### src/design/aear_pkg.sv
// Package for the action edge and auto-repeat unit: widths, entry type,
// sequencer states and register indexes. No dependencies.
package aear_pkg;

  localparam int ACTIONS_DEF  = 64;
  localparam int MASK_W       = 64;
  localparam int HELD_W       = 32;
  localparam int LEFT_W       = 18;
  localparam int DT_W         = 16;
  localparam int QUERY_W      = 6;
  localparam int CFG_W        = 16;
  localparam int CFG_ADDR_W   = 1;
  // signed working width of the countdown arithmetic
  localparam int CNT_W        = 20;

  localparam int IN_TDATA_W   = 152;
  localparam int OUT_TDATA_W  = 288;

  localparam logic [CFG_W-1:0] DELAY_RST    = 16'd300;
  localparam logic [CFG_W-1:0] INTERVAL_RST = 16'd100;
  localparam logic [CFG_W-1:0] MIN_INTERVAL = 16'd10;

  // configuration register indexes
  localparam logic [CFG_ADDR_W-1:0] CFG_DELAY    = 1'b0;
  localparam logic [CFG_ADDR_W-1:0] CFG_INTERVAL = 1'b1;

  // per-action stored state
  typedef struct packed {
    logic              dis;
    logic [LEFT_W-1:0] left;
    logic [HELD_W-1:0] held;
  } aear_entry_t;

  // per-action input bits handed to the update unit
  typedef struct packed {
    logic pressed;
    logic prev_held;
  } aear_act_t;

  typedef enum logic [1:0] {
    ST_IDLE,
    ST_RUN,
    ST_LAST,
    ST_DONE
  } aear_state_t;

endpackage

### src/design/aear_mem.sv
// Per-action state memory: one write port, one registered read port,
// valid bits so that unwritten entries read as zero. Uses aear_pkg.
module aear_mem #(
  parameter int DEPTH = aear_pkg::ACTIONS_DEF,
  parameter int IDX_W = (DEPTH > 1) ? $clog2(DEPTH) : 1
) (
  input  logic                  clk,
  input  logic                  rst_n,
  input  logic                  rd_en,
  input  logic [IDX_W-1:0]      rd_addr,
  input  logic                  wr_en,
  input  logic [IDX_W-1:0]      wr_addr,
  input  aear_pkg::aear_entry_t wr_data,
  output aear_pkg::aear_entry_t rd_data
);
  import aear_pkg::*;

  aear_entry_t             mem_r [DEPTH];
  logic [DEPTH-1:0]        valid_r;
  aear_entry_t             rd_data_r;
  logic                    rd_vld_r;

  // storage array
  always_ff @(posedge clk) begin
    if (wr_en) begin
      mem_r[wr_addr] <= wr_data;
    end
    if (rd_en) begin
      rd_data_r <= mem_r[rd_addr];
    end
  end

  // valid bits, cleared at reset
  always_ff @(posedge clk) begin
    if (!rst_n) begin
      valid_r  <= '0;
      rd_vld_r <= 1'b0;
    end else begin
      if (wr_en) begin
        valid_r[wr_addr] <= 1'b1;
      end
      if (rd_en) begin
        rd_vld_r <= valid_r[rd_addr];
      end
    end
  end

  assign rd_data = rd_vld_r ? rd_data_r : '0;

endmodule

### src/design/aear_upd.sv
// Shared per-action update unit: held-time accumulate and repeat countdown
// for one action per cycle. Uses aear_pkg.
module aear_upd (
  input  aear_pkg::aear_entry_t          cur,
  input  aear_pkg::aear_act_t            act,
  input  logic [aear_pkg::DT_W-1:0]      dt,
  input  logic [aear_pkg::CFG_W-1:0]     delay,
  input  logic [aear_pkg::CFG_W-1:0]     interval,
  output aear_pkg::aear_entry_t          nxt,
  output logic                           rep
);
  import aear_pkg::*;

  logic [HELD_W-1:0]       held_base;
  logic [HELD_W:0]         held_sum;
  logic                    dis;
  logic signed [CNT_W-1:0] r1;
  logic signed [CNT_W-1:0] r2;
  logic                    r1_pos;
  logic                    r2_pos;

  always_comb begin
    // not held on the previous update (and no press): held restarts and disarms
    held_base = act.prev_held ? cur.held : '0;
    dis       = act.prev_held ? cur.dis : 1'b1;
    held_sum  = {1'b0, held_base} + {{(HELD_W + 1 - DT_W){1'b0}}, dt};
    r1 = $signed({{(CNT_W - LEFT_W){1'b0}}, cur.left}) - $signed({{(CNT_W - DT_W){1'b0}}, dt});
    r2 = r1 + $signed({{(CNT_W - CFG_W){1'b0}}, interval});
    r1_pos = !r1[CNT_W-1] && (r1 != '0);
    r2_pos = !r2[CNT_W-1] && (r2 != '0);

    nxt = cur;
    rep = 1'b0;
    if (act.pressed) begin
      nxt.held = '0;
      nxt.left = LEFT_W'(delay);
      nxt.dis  = 1'b0;
      rep      = 1'b1;
    end else begin
      nxt.held = held_sum[HELD_W] ? '1 : held_sum[HELD_W-1:0];
      nxt.dis  = dis;
      if (!dis) begin
        if (r1_pos) begin
          nxt.left = r1[LEFT_W-1:0];
        end else begin
          // countdown expired: repeat, then reload (once per long frame)
          rep      = 1'b1;
          nxt.left = r2_pos ? r2[LEFT_W-1:0] : LEFT_W'(interval);
        end
      end
    end
  end

endmodule

### src/design/action_edge_and_autorepeat_unit.sv
// Top level of the action edge and auto-repeat unit: capture, sequencer,
// output register. Uses aear_pkg, aear_mem, aear_upd.
//
//  channel | dir | handshake          | payload
//  in_     | in  | in_tvalid/tready   | in_tdata: held, pressed, elapsed, query
//  out_    | out | out_tvalid/tready  | out_tdata: 4 masks, query held time
//  cfg_    | in  | cfg_we             | cfg_addr, cfg_wdata (16 bit)
//
// After acceptance the sequencer walks every action entry once through the state
// memory (one write port, one registered read port) and the shared update unit,
// one entry per cycle, in states RUN and LAST, then loads the result in DONE.
// in_tready is high only while the sequencer is idle; a result waiting on
// out_tready does not block acceptance of the next update, but the next
// result waits in DONE until the output register frees.
// Reset (synchronous, active low) clears control, prev_held_r and memory valid bits.
module action_edge_and_autorepeat_unit #(
  parameter int ACTIONS = aear_pkg::ACTIONS_DEF
) (
  input  logic                               clk,
  input  logic                               rst_n,
  // held_now[63:0], pressed_now[127:64], elapsed_ms[143:128], query_action[149:144]
  input  logic [aear_pkg::IN_TDATA_W-1:0]    in_tdata,
  input  logic                               in_tvalid,
  output logic                               in_tready,
  // pressed_mask[63:0], released_mask[127:64], held_mask[191:128],
  // repeat_mask[255:192], query_held_ms[287:256]
  output logic [aear_pkg::OUT_TDATA_W-1:0]   out_tdata,
  output logic                               out_tvalid,
  input  logic                               out_tready,
  input  logic                               cfg_we,
  input  logic [aear_pkg::CFG_ADDR_W-1:0]    cfg_addr,
  input  logic [aear_pkg::CFG_W-1:0]         cfg_wdata
);
  import aear_pkg::*;

  localparam int IDX_W = (ACTIONS > 1) ? $clog2(ACTIONS) : 1;

  aear_state_t          state_r, state_nxt;
  logic [IDX_W-1:0]     rd_idx_r, rd_idx_nxt;
  logic                 s1_vld_r, s1_vld_nxt;
  logic [IDX_W-1:0]     s1_idx_r, s1_idx_nxt;

  logic [CFG_W-1:0]     delay_r;
  logic [CFG_W-1:0]     interval_r;
  logic [CFG_W-1:0]     interval_eff;

  logic [ACTIONS-1:0]   now_r;
  logic [ACTIONS-1:0]   pr_r;
  logic [ACTIONS-1:0]   prev_held_r;
  logic [ACTIONS-1:0]   rel_r;
  logic [ACTIONS-1:0]   rep_r, rep_nxt;
  logic [DT_W-1:0]      dt_r;
  logic [QUERY_W-1:0]   q_r;
  logic [HELD_W-1:0]    qval_r, qval_nxt;

  logic [ACTIONS-1:0]   in_now;
  logic [ACTIONS-1:0]   in_pr;
  logic                 in_acc;
  logic                 out_free;
  logic                 out_load;
  logic                 rd_en;
  logic                 s1_active;
  logic                 wr_en;
  logic                 upd_rep;
  aear_entry_t          rd_data;
  aear_entry_t          upd_nxt;
  aear_act_t            upd_act;

  logic [OUT_TDATA_W-1:0] out_tdata_r;
  logic                   out_tvalid_r;

  assign in_now   = in_tdata[ACTIONS-1:0];
  assign in_pr    = in_tdata[MASK_W +: ACTIONS];
  assign in_tready = (state_r == ST_IDLE);
  assign in_acc   = in_tvalid && in_tready;
  assign out_free = !out_tvalid_r || out_tready;

  // configuration registers
  always_ff @(posedge clk) begin
    if (!rst_n) begin
      delay_r    <= DELAY_RST;
      interval_r <= INTERVAL_RST;
    end else if (cfg_we) begin
      case (cfg_addr)
        CFG_DELAY:    delay_r    <= cfg_wdata;
        CFG_INTERVAL: interval_r <= cfg_wdata;
        default: ;
      endcase
    end
  end

  assign interval_eff = (interval_r < MIN_INTERVAL) ? MIN_INTERVAL : interval_r;

  // sequencer: next state and controls
  always_comb begin
    state_nxt  = state_r;
    rd_idx_nxt = rd_idx_r;
    s1_vld_nxt = 1'b0;
    s1_idx_nxt = s1_idx_r;
    rd_en      = 1'b0;
    out_load   = 1'b0;
    case (state_r)
      ST_IDLE: begin
        rd_idx_nxt = '0;
        if (in_acc) begin
          state_nxt = ST_RUN;
        end
      end
      ST_RUN: begin
        rd_en      = 1'b1;
        s1_vld_nxt = 1'b1;
        s1_idx_nxt = rd_idx_r;
        if (rd_idx_r == IDX_W'(ACTIONS - 1)) begin
          state_nxt = ST_LAST;
        end else begin
          rd_idx_nxt = rd_idx_r + 1'b1;
        end
      end
      ST_LAST: begin
        // last entry is in the update stage this cycle
        state_nxt = ST_DONE;
      end
      ST_DONE: begin
        if (out_free) begin
          out_load  = 1'b1;
          state_nxt = ST_IDLE;
        end
      end
      default: state_nxt = ST_IDLE;
    endcase
  end

  always_ff @(posedge clk) begin
    if (!rst_n) begin
      state_r  <= ST_IDLE;
      rd_idx_r <= '0;
      s1_vld_r <= 1'b0;
      s1_idx_r <= '0;
    end else begin
      state_r  <= state_nxt;
      rd_idx_r <= rd_idx_nxt;
      s1_vld_r <= s1_vld_nxt;
      s1_idx_r <= s1_idx_nxt;
    end
  end

  // previous held mask; the walk reads it, so it takes the new mask
  // once the last entry has been updated
  always_ff @(posedge clk) begin
    if (!rst_n) begin
      prev_held_r <= '0;
    end else if (state_r == ST_LAST) begin
      prev_held_r <= now_r;
    end
  end

  // input capture; edge masks settle at acceptance
  always_ff @(posedge clk) begin
    if (in_acc) begin
      now_r <= in_now;
      pr_r  <= in_pr;
      rel_r <= (prev_held_r & ~in_now) | (in_pr & ~in_now);
      dt_r  <= in_tdata[2*MASK_W +: DT_W];
      q_r   <= in_tdata[2*MASK_W + DT_W +: QUERY_W];
    end
  end

  // per-entry update stage
  assign s1_active         = now_r[s1_idx_r] || pr_r[s1_idx_r];
  assign wr_en             = s1_vld_r && s1_active;
  assign upd_act.pressed   = pr_r[s1_idx_r];
  assign upd_act.prev_held = prev_held_r[s1_idx_r];

  aear_mem #(
    .DEPTH (ACTIONS),
    .IDX_W (IDX_W)
  ) u_mem (
    .clk     (clk),
    .rst_n   (rst_n),
    .rd_en   (rd_en),
    .rd_addr (rd_idx_r),
    .wr_en   (wr_en),
    .wr_addr (s1_idx_r),
    .wr_data (upd_nxt),
    .rd_data (rd_data)
  );

  aear_upd u_upd (
    .cur      (rd_data),
    .act      (upd_act),
    .dt       (dt_r),
    .delay    (delay_r),
    .interval (interval_eff),
    .nxt      (upd_nxt),
    .rep      (upd_rep)
  );

  // repeat mask and query capture
  always_comb begin
    rep_nxt  = rep_r;
    qval_nxt = qval_r;
    if (in_acc) begin
      rep_nxt  = '0;
      qval_nxt = '0;
    end else if (wr_en) begin
      rep_nxt[s1_idx_r] = upd_rep;
      if (now_r[s1_idx_r] && ((QUERY_W + 1)'(q_r) == (QUERY_W + 1)'(s1_idx_r))) begin
        qval_nxt = upd_nxt.held;
      end
    end
  end

  always_ff @(posedge clk) begin
    rep_r  <= rep_nxt;
    qval_r <= qval_nxt;
  end

  // output register
  always_ff @(posedge clk) begin
    if (!rst_n) begin
      out_tvalid_r <= 1'b0;
    end else if (out_load) begin
      out_tvalid_r <= 1'b1;
    end else if (out_tready) begin
      out_tvalid_r <= 1'b0;
    end
  end

  always_ff @(posedge clk) begin
    if (out_load) begin
      out_tdata_r <= {qval_r, MASK_W'(rep_r), MASK_W'(now_r), MASK_W'(rel_r), MASK_W'(pr_r)};
    end
  end

  assign out_tvalid = out_tvalid_r;
  assign out_tdata  = out_tdata_r;

endmodule

### config.mk
export PLATFORM = sky130hd
export DESIGN_NAME = action_edge_and_autorepeat_unit
export DESIGN_NICKNAME = d
export VERILOG_FILES = /design/src/design/aear_pkg.sv /design/src/design/aear_mem.sv /design/src/design/aear_upd.sv /design/src/design/action_edge_and_autorepeat_unit.sv
export SDC_FILE = /design/constraint.sdc
export NUM_CORES = 2
export LEC_CHECK = 0
export BUFFER_PORTS_ARGS = -buffer_cell sky130_fd_sc_hd__buf_2
export CORE_AREA = 2 2 563 565
export CTS_BUF_LIST = sky130_fd_sc_hd__clkbuf_8 sky130_fd_sc_hd__clkbuf_16
export CTS_CLUSTER_SIZE = 24
export DETAILED_ROUTE_END_ITERATION = 10
export DIE_AREA = 0 0 565 567
export PLACE_DENSITY = 0.63
export SLEW_MARGIN = 10
export SYNTH_ARGS = -nofsm -noshare
export SYNTH_HDL_FRONTEND = slang
export SYNTH_SLANG_ARGS = --single-unit
export TNS_END_PERCENT = 20
### constraint.sdc
create_clock -name clk -period 40.1 [get_ports clk]
set_input_delay 8.02 -clock clk [delete_from_list [all_inputs] [get_ports clk]]
set_output_delay 8.02 -clock clk [all_outputs]
set_load 0.02 [all_outputs]
==> key figures <==
Power
  – Leak: 54.3 nW
  – PwrDens: a little under 60 nW/µm²
  – Max VDD drop: ~0.047 mV

Placement
  – Area after DPL: 165000 µm²
  – Routability cong.: 0.897
  – DP HPWL: roughly 250000 µm
  – PortBufs: ~460

Setup path
  – CP delay by family, top: buffers and inverters
  – Crit path capture type: flip-flop
  – Required @ worst endpoint: between 40 and 50 ns
  – CP most frequent cell: buf_4
  – Worst path bufs/invs: 4
  – CP Max Fanout: roughly 100
  – R2R setup slack: between 30 and 40 ns
  – R2r endpoint: u_mem.mem_r[50][23]
  – CP max stage cell: inv_8
  – CP Class: in2reg
  – Worst r2r src: s1_idx_r[1]
  – Worst R2R Path Depth: 22
  – Critical path's largest stage delay: around 0.88 ns
  – Type of origin of the critical path: input pin
  – Critical path cell sequence: buf_2 -> nand2_1 -> inv_8 -> buf_4 -> buf_4
  – WP data arrival: 11.09 ns

Hold path
  – WHS Endpoint: out_tdata[102]
  – Launch point of the worst hold path: rel_r[38]
  – HP Class: reg2reg
  – Hold path depth: 0

Clock tree
  – Hold Buf Count CTS: 0
  – H-tree levels: 5
  – Worst-Skew Late Latency: 0.99 ns
  – Clock Tree Buf Depth: 4
  – Clk slew on worst S/H paths: 0.06 ns
  – Cts bufs inserted: 412
  – Post-CTS setup buffer count: 0
  – CTS tree: done
  – PostCTS Resize Cnt: 0
  – CTS sink cnt: 4090
  – CTS root buf: clkbuf_16

Drt
  – Antenna-violating nets left: 0
  – Post-Route WL: 445000 µm
  – Drc violations: 0
  – TritonRoute pass-1 iters: 5
  – Drt first-iter violations: 11.6k
  – Via count: 79.7k
  – DR WL/cell: roughly 36 µm
  – Via density: 6.40

Outcome
  – Outcome: completed

Global route
  – Initial antenna violation count: 42
  – GRT Resource Usage Total: 27.6%
  – First-pass GRT wire length: roughly 600000 µm
  – Grt ovf: 0
  – Vias in the first global route: 78.0k
  – Largest net degree at the start of global routing: 127

Logic synthesis
  – Syn nets: 7413
  – Ys flop type: edfxtp_1
  – EDFF count, synth: 3817
  – Mean Syn Cell Area: 21.8 µm²
  – Yosys cell types: 93
  – Synthesized area: approximately 160000 µm²
  – Synth Instances: 7180
  – Ys async rst share: 0%
  – FF+latch count, synth: 4090
  – Synth warn: 0
  – Sequential element share of the synthesized area: approximately three quarters

Cells and area
  – Most frequent cells in the layout: edfxtp_1, mux4_2, buf_2, clkbuf_16, dfxtp_1
  – Layout cell share with drive strength beyond 1: 31.3%
  – Area growth from synthesis to layout: 14.5%
  – Final #Nets: 8148
  – Design Area, Final: 180000 µm²
  – Commonest non-fill, non-tap cell in the layout: edfxtp_1

Floorplan
  – Die Height: 567 µm
  – Core ar.: between 300000 and 400000 µm²
  – Die area: 320000 µm²
  – # rows: 206
  – # IOs: about 460
  – Initial cell density of the core: 49.9%
  – DIE WIDTH: 565 µm

Job
  – MaxCap Viol Count: 0

STA
  – Peak Freq: 94.9 MHz
  – Clk_skew: 0.0806 ns
  – Slew HR: 13.8%
  – RSZ-0062 raised after global routing: no
  – Fin. Hold Viols: 0
  – Final setup vio count: 0
  – Min Tclk post-route: approximately 11 ns
  – Setup_tns: 0 ns
  – Final Cycle Share: between 20% and 30%
  – Pins over their slew limit: 0
  – Worst slew pin tran: 1.28 ns
-- stage by stage --
stage | setup WS (ns) | hold slack [ns] | power, W | std cells | util (%)
after floorplan | 18.34 | 0.400 | 0.00619 | 7180 | -
after global placement | 28.71 | 0.402 | 0.00663 | 11700 | 52.7
after detailed placement | 28.65 | 0.405 | 0.00665 | 11700 | 52.7
after CTS | 29.64 | 0.390 | 0.0105 | 12400 | 57.1
after global routing | 29.45 | 0.401 | 0.0108 | 12400 | 57.2
final | 29.56 | 0.390 | 0.0104 | 12500 | 57.2
-- worst max-delay path by stage --
| stage | startpoint | to | slack, ns | depth (start not counted) |
|---|---|---|---|---|
| after global placement | in_tvalid | rel_r[23] | 28.71 | 5 |
| after global routing | in_tvalid | rel_r[21] | 29.45 | 5 |
| after CTS | in_tvalid | rel_r[21] | 29.64 | 5 |
| after floorplan | out_tready | out_tdata[0] | 18.34 | 2 |
| final | in_tvalid | rel_r[13] | 29.56 | 5 |
| after detailed placement | in_tvalid | rel_r[23] | 28.65 | 5 |
-- sequential cells by signal, indices dropped and copies added (netlist names), 16 cells and up --
name and flops:
u_mem.mem_r 3264, out_tdata 288, now_r 64, pr_r 64, prev_held_r 64, rel_r 64, rep_r 64, u_mem.valid_r 64
u_mem.rd_data_r 51, qval_r 32, delay_r 16, dt_r 16, interval_r 16
-- final cells by class --
cell class | count | area (µm²)
Antenna cell | 31 | 77.6
Clock buffer | 445 | 10900
Clock inverter | 317 | 2870
Fill cell | 22800 | 134000
Inverter | 45 | 176
Multi-Input combinational cell | 2671 | 35900
Sequential cell | 4090 | 120000
Tap cell | 4160 | 5200
Timing Repair Buffer | 695 | 4250
-- where the power goes --
part | switching (W) | internal (W)
registers | 0.000104 | 0.00499
logic | 0.000885 | 0.000575
clock network | 0.00164 | 0.00225
total | 0.00262 | 0.00782
-- cell usage after synthesis (30+ instances only) --
cell,instances,share of area (%)
xnor2_1,34,0.19
clkbuf_1,262,0.63
edfxtp_1,3817,73
nand3_1,42,0.13
mux2_2,35,0.25
and2_1,48,0.19
mux2i_1,122,0.78
o21ai_0,59,0.19
nor2_1,329,0.79
a211oi_1,77,0.37
buf_1,78,0.19
a21oi_1,77,0.25
nand2_1,174,0.42
inv_1,41,0.098
nor2b_1,93,0.37
mux4_2,1101,16
dfxtp_1,273,3.5
o21a_1,75,0.36
a21boi_0,30,0.14
ha_1,56,0.45
-- kinds of logic after synthesis --
| family | count (synthesis) | synth area share [%] |
|---|---|---|
| AO/OA/AOI/OAI | 499 | 2.29 |
| XOR/XNOR | 52 | 0.295 |
| adder cells (fa/ha/maj) | 59 | 0.485 |
| buffers and inverters | 419 | 1.05 |
| flip-flops | 4090 | 76.6 |
| multiplexers | 1261 | 16.9 |
| AND/OR/NAND/NOR | 800 | 2.41 |
-- metal layers --
layer / global-route usage, % / share of wire (%)
met5: 0 / 0.029
met4: 9.61 / 3.9
met3: 4.76 / 9.0
met2: 44.4 / 49
met1: 38.3 / 39
Note: power is estimated with default switching activity, not from simulation.
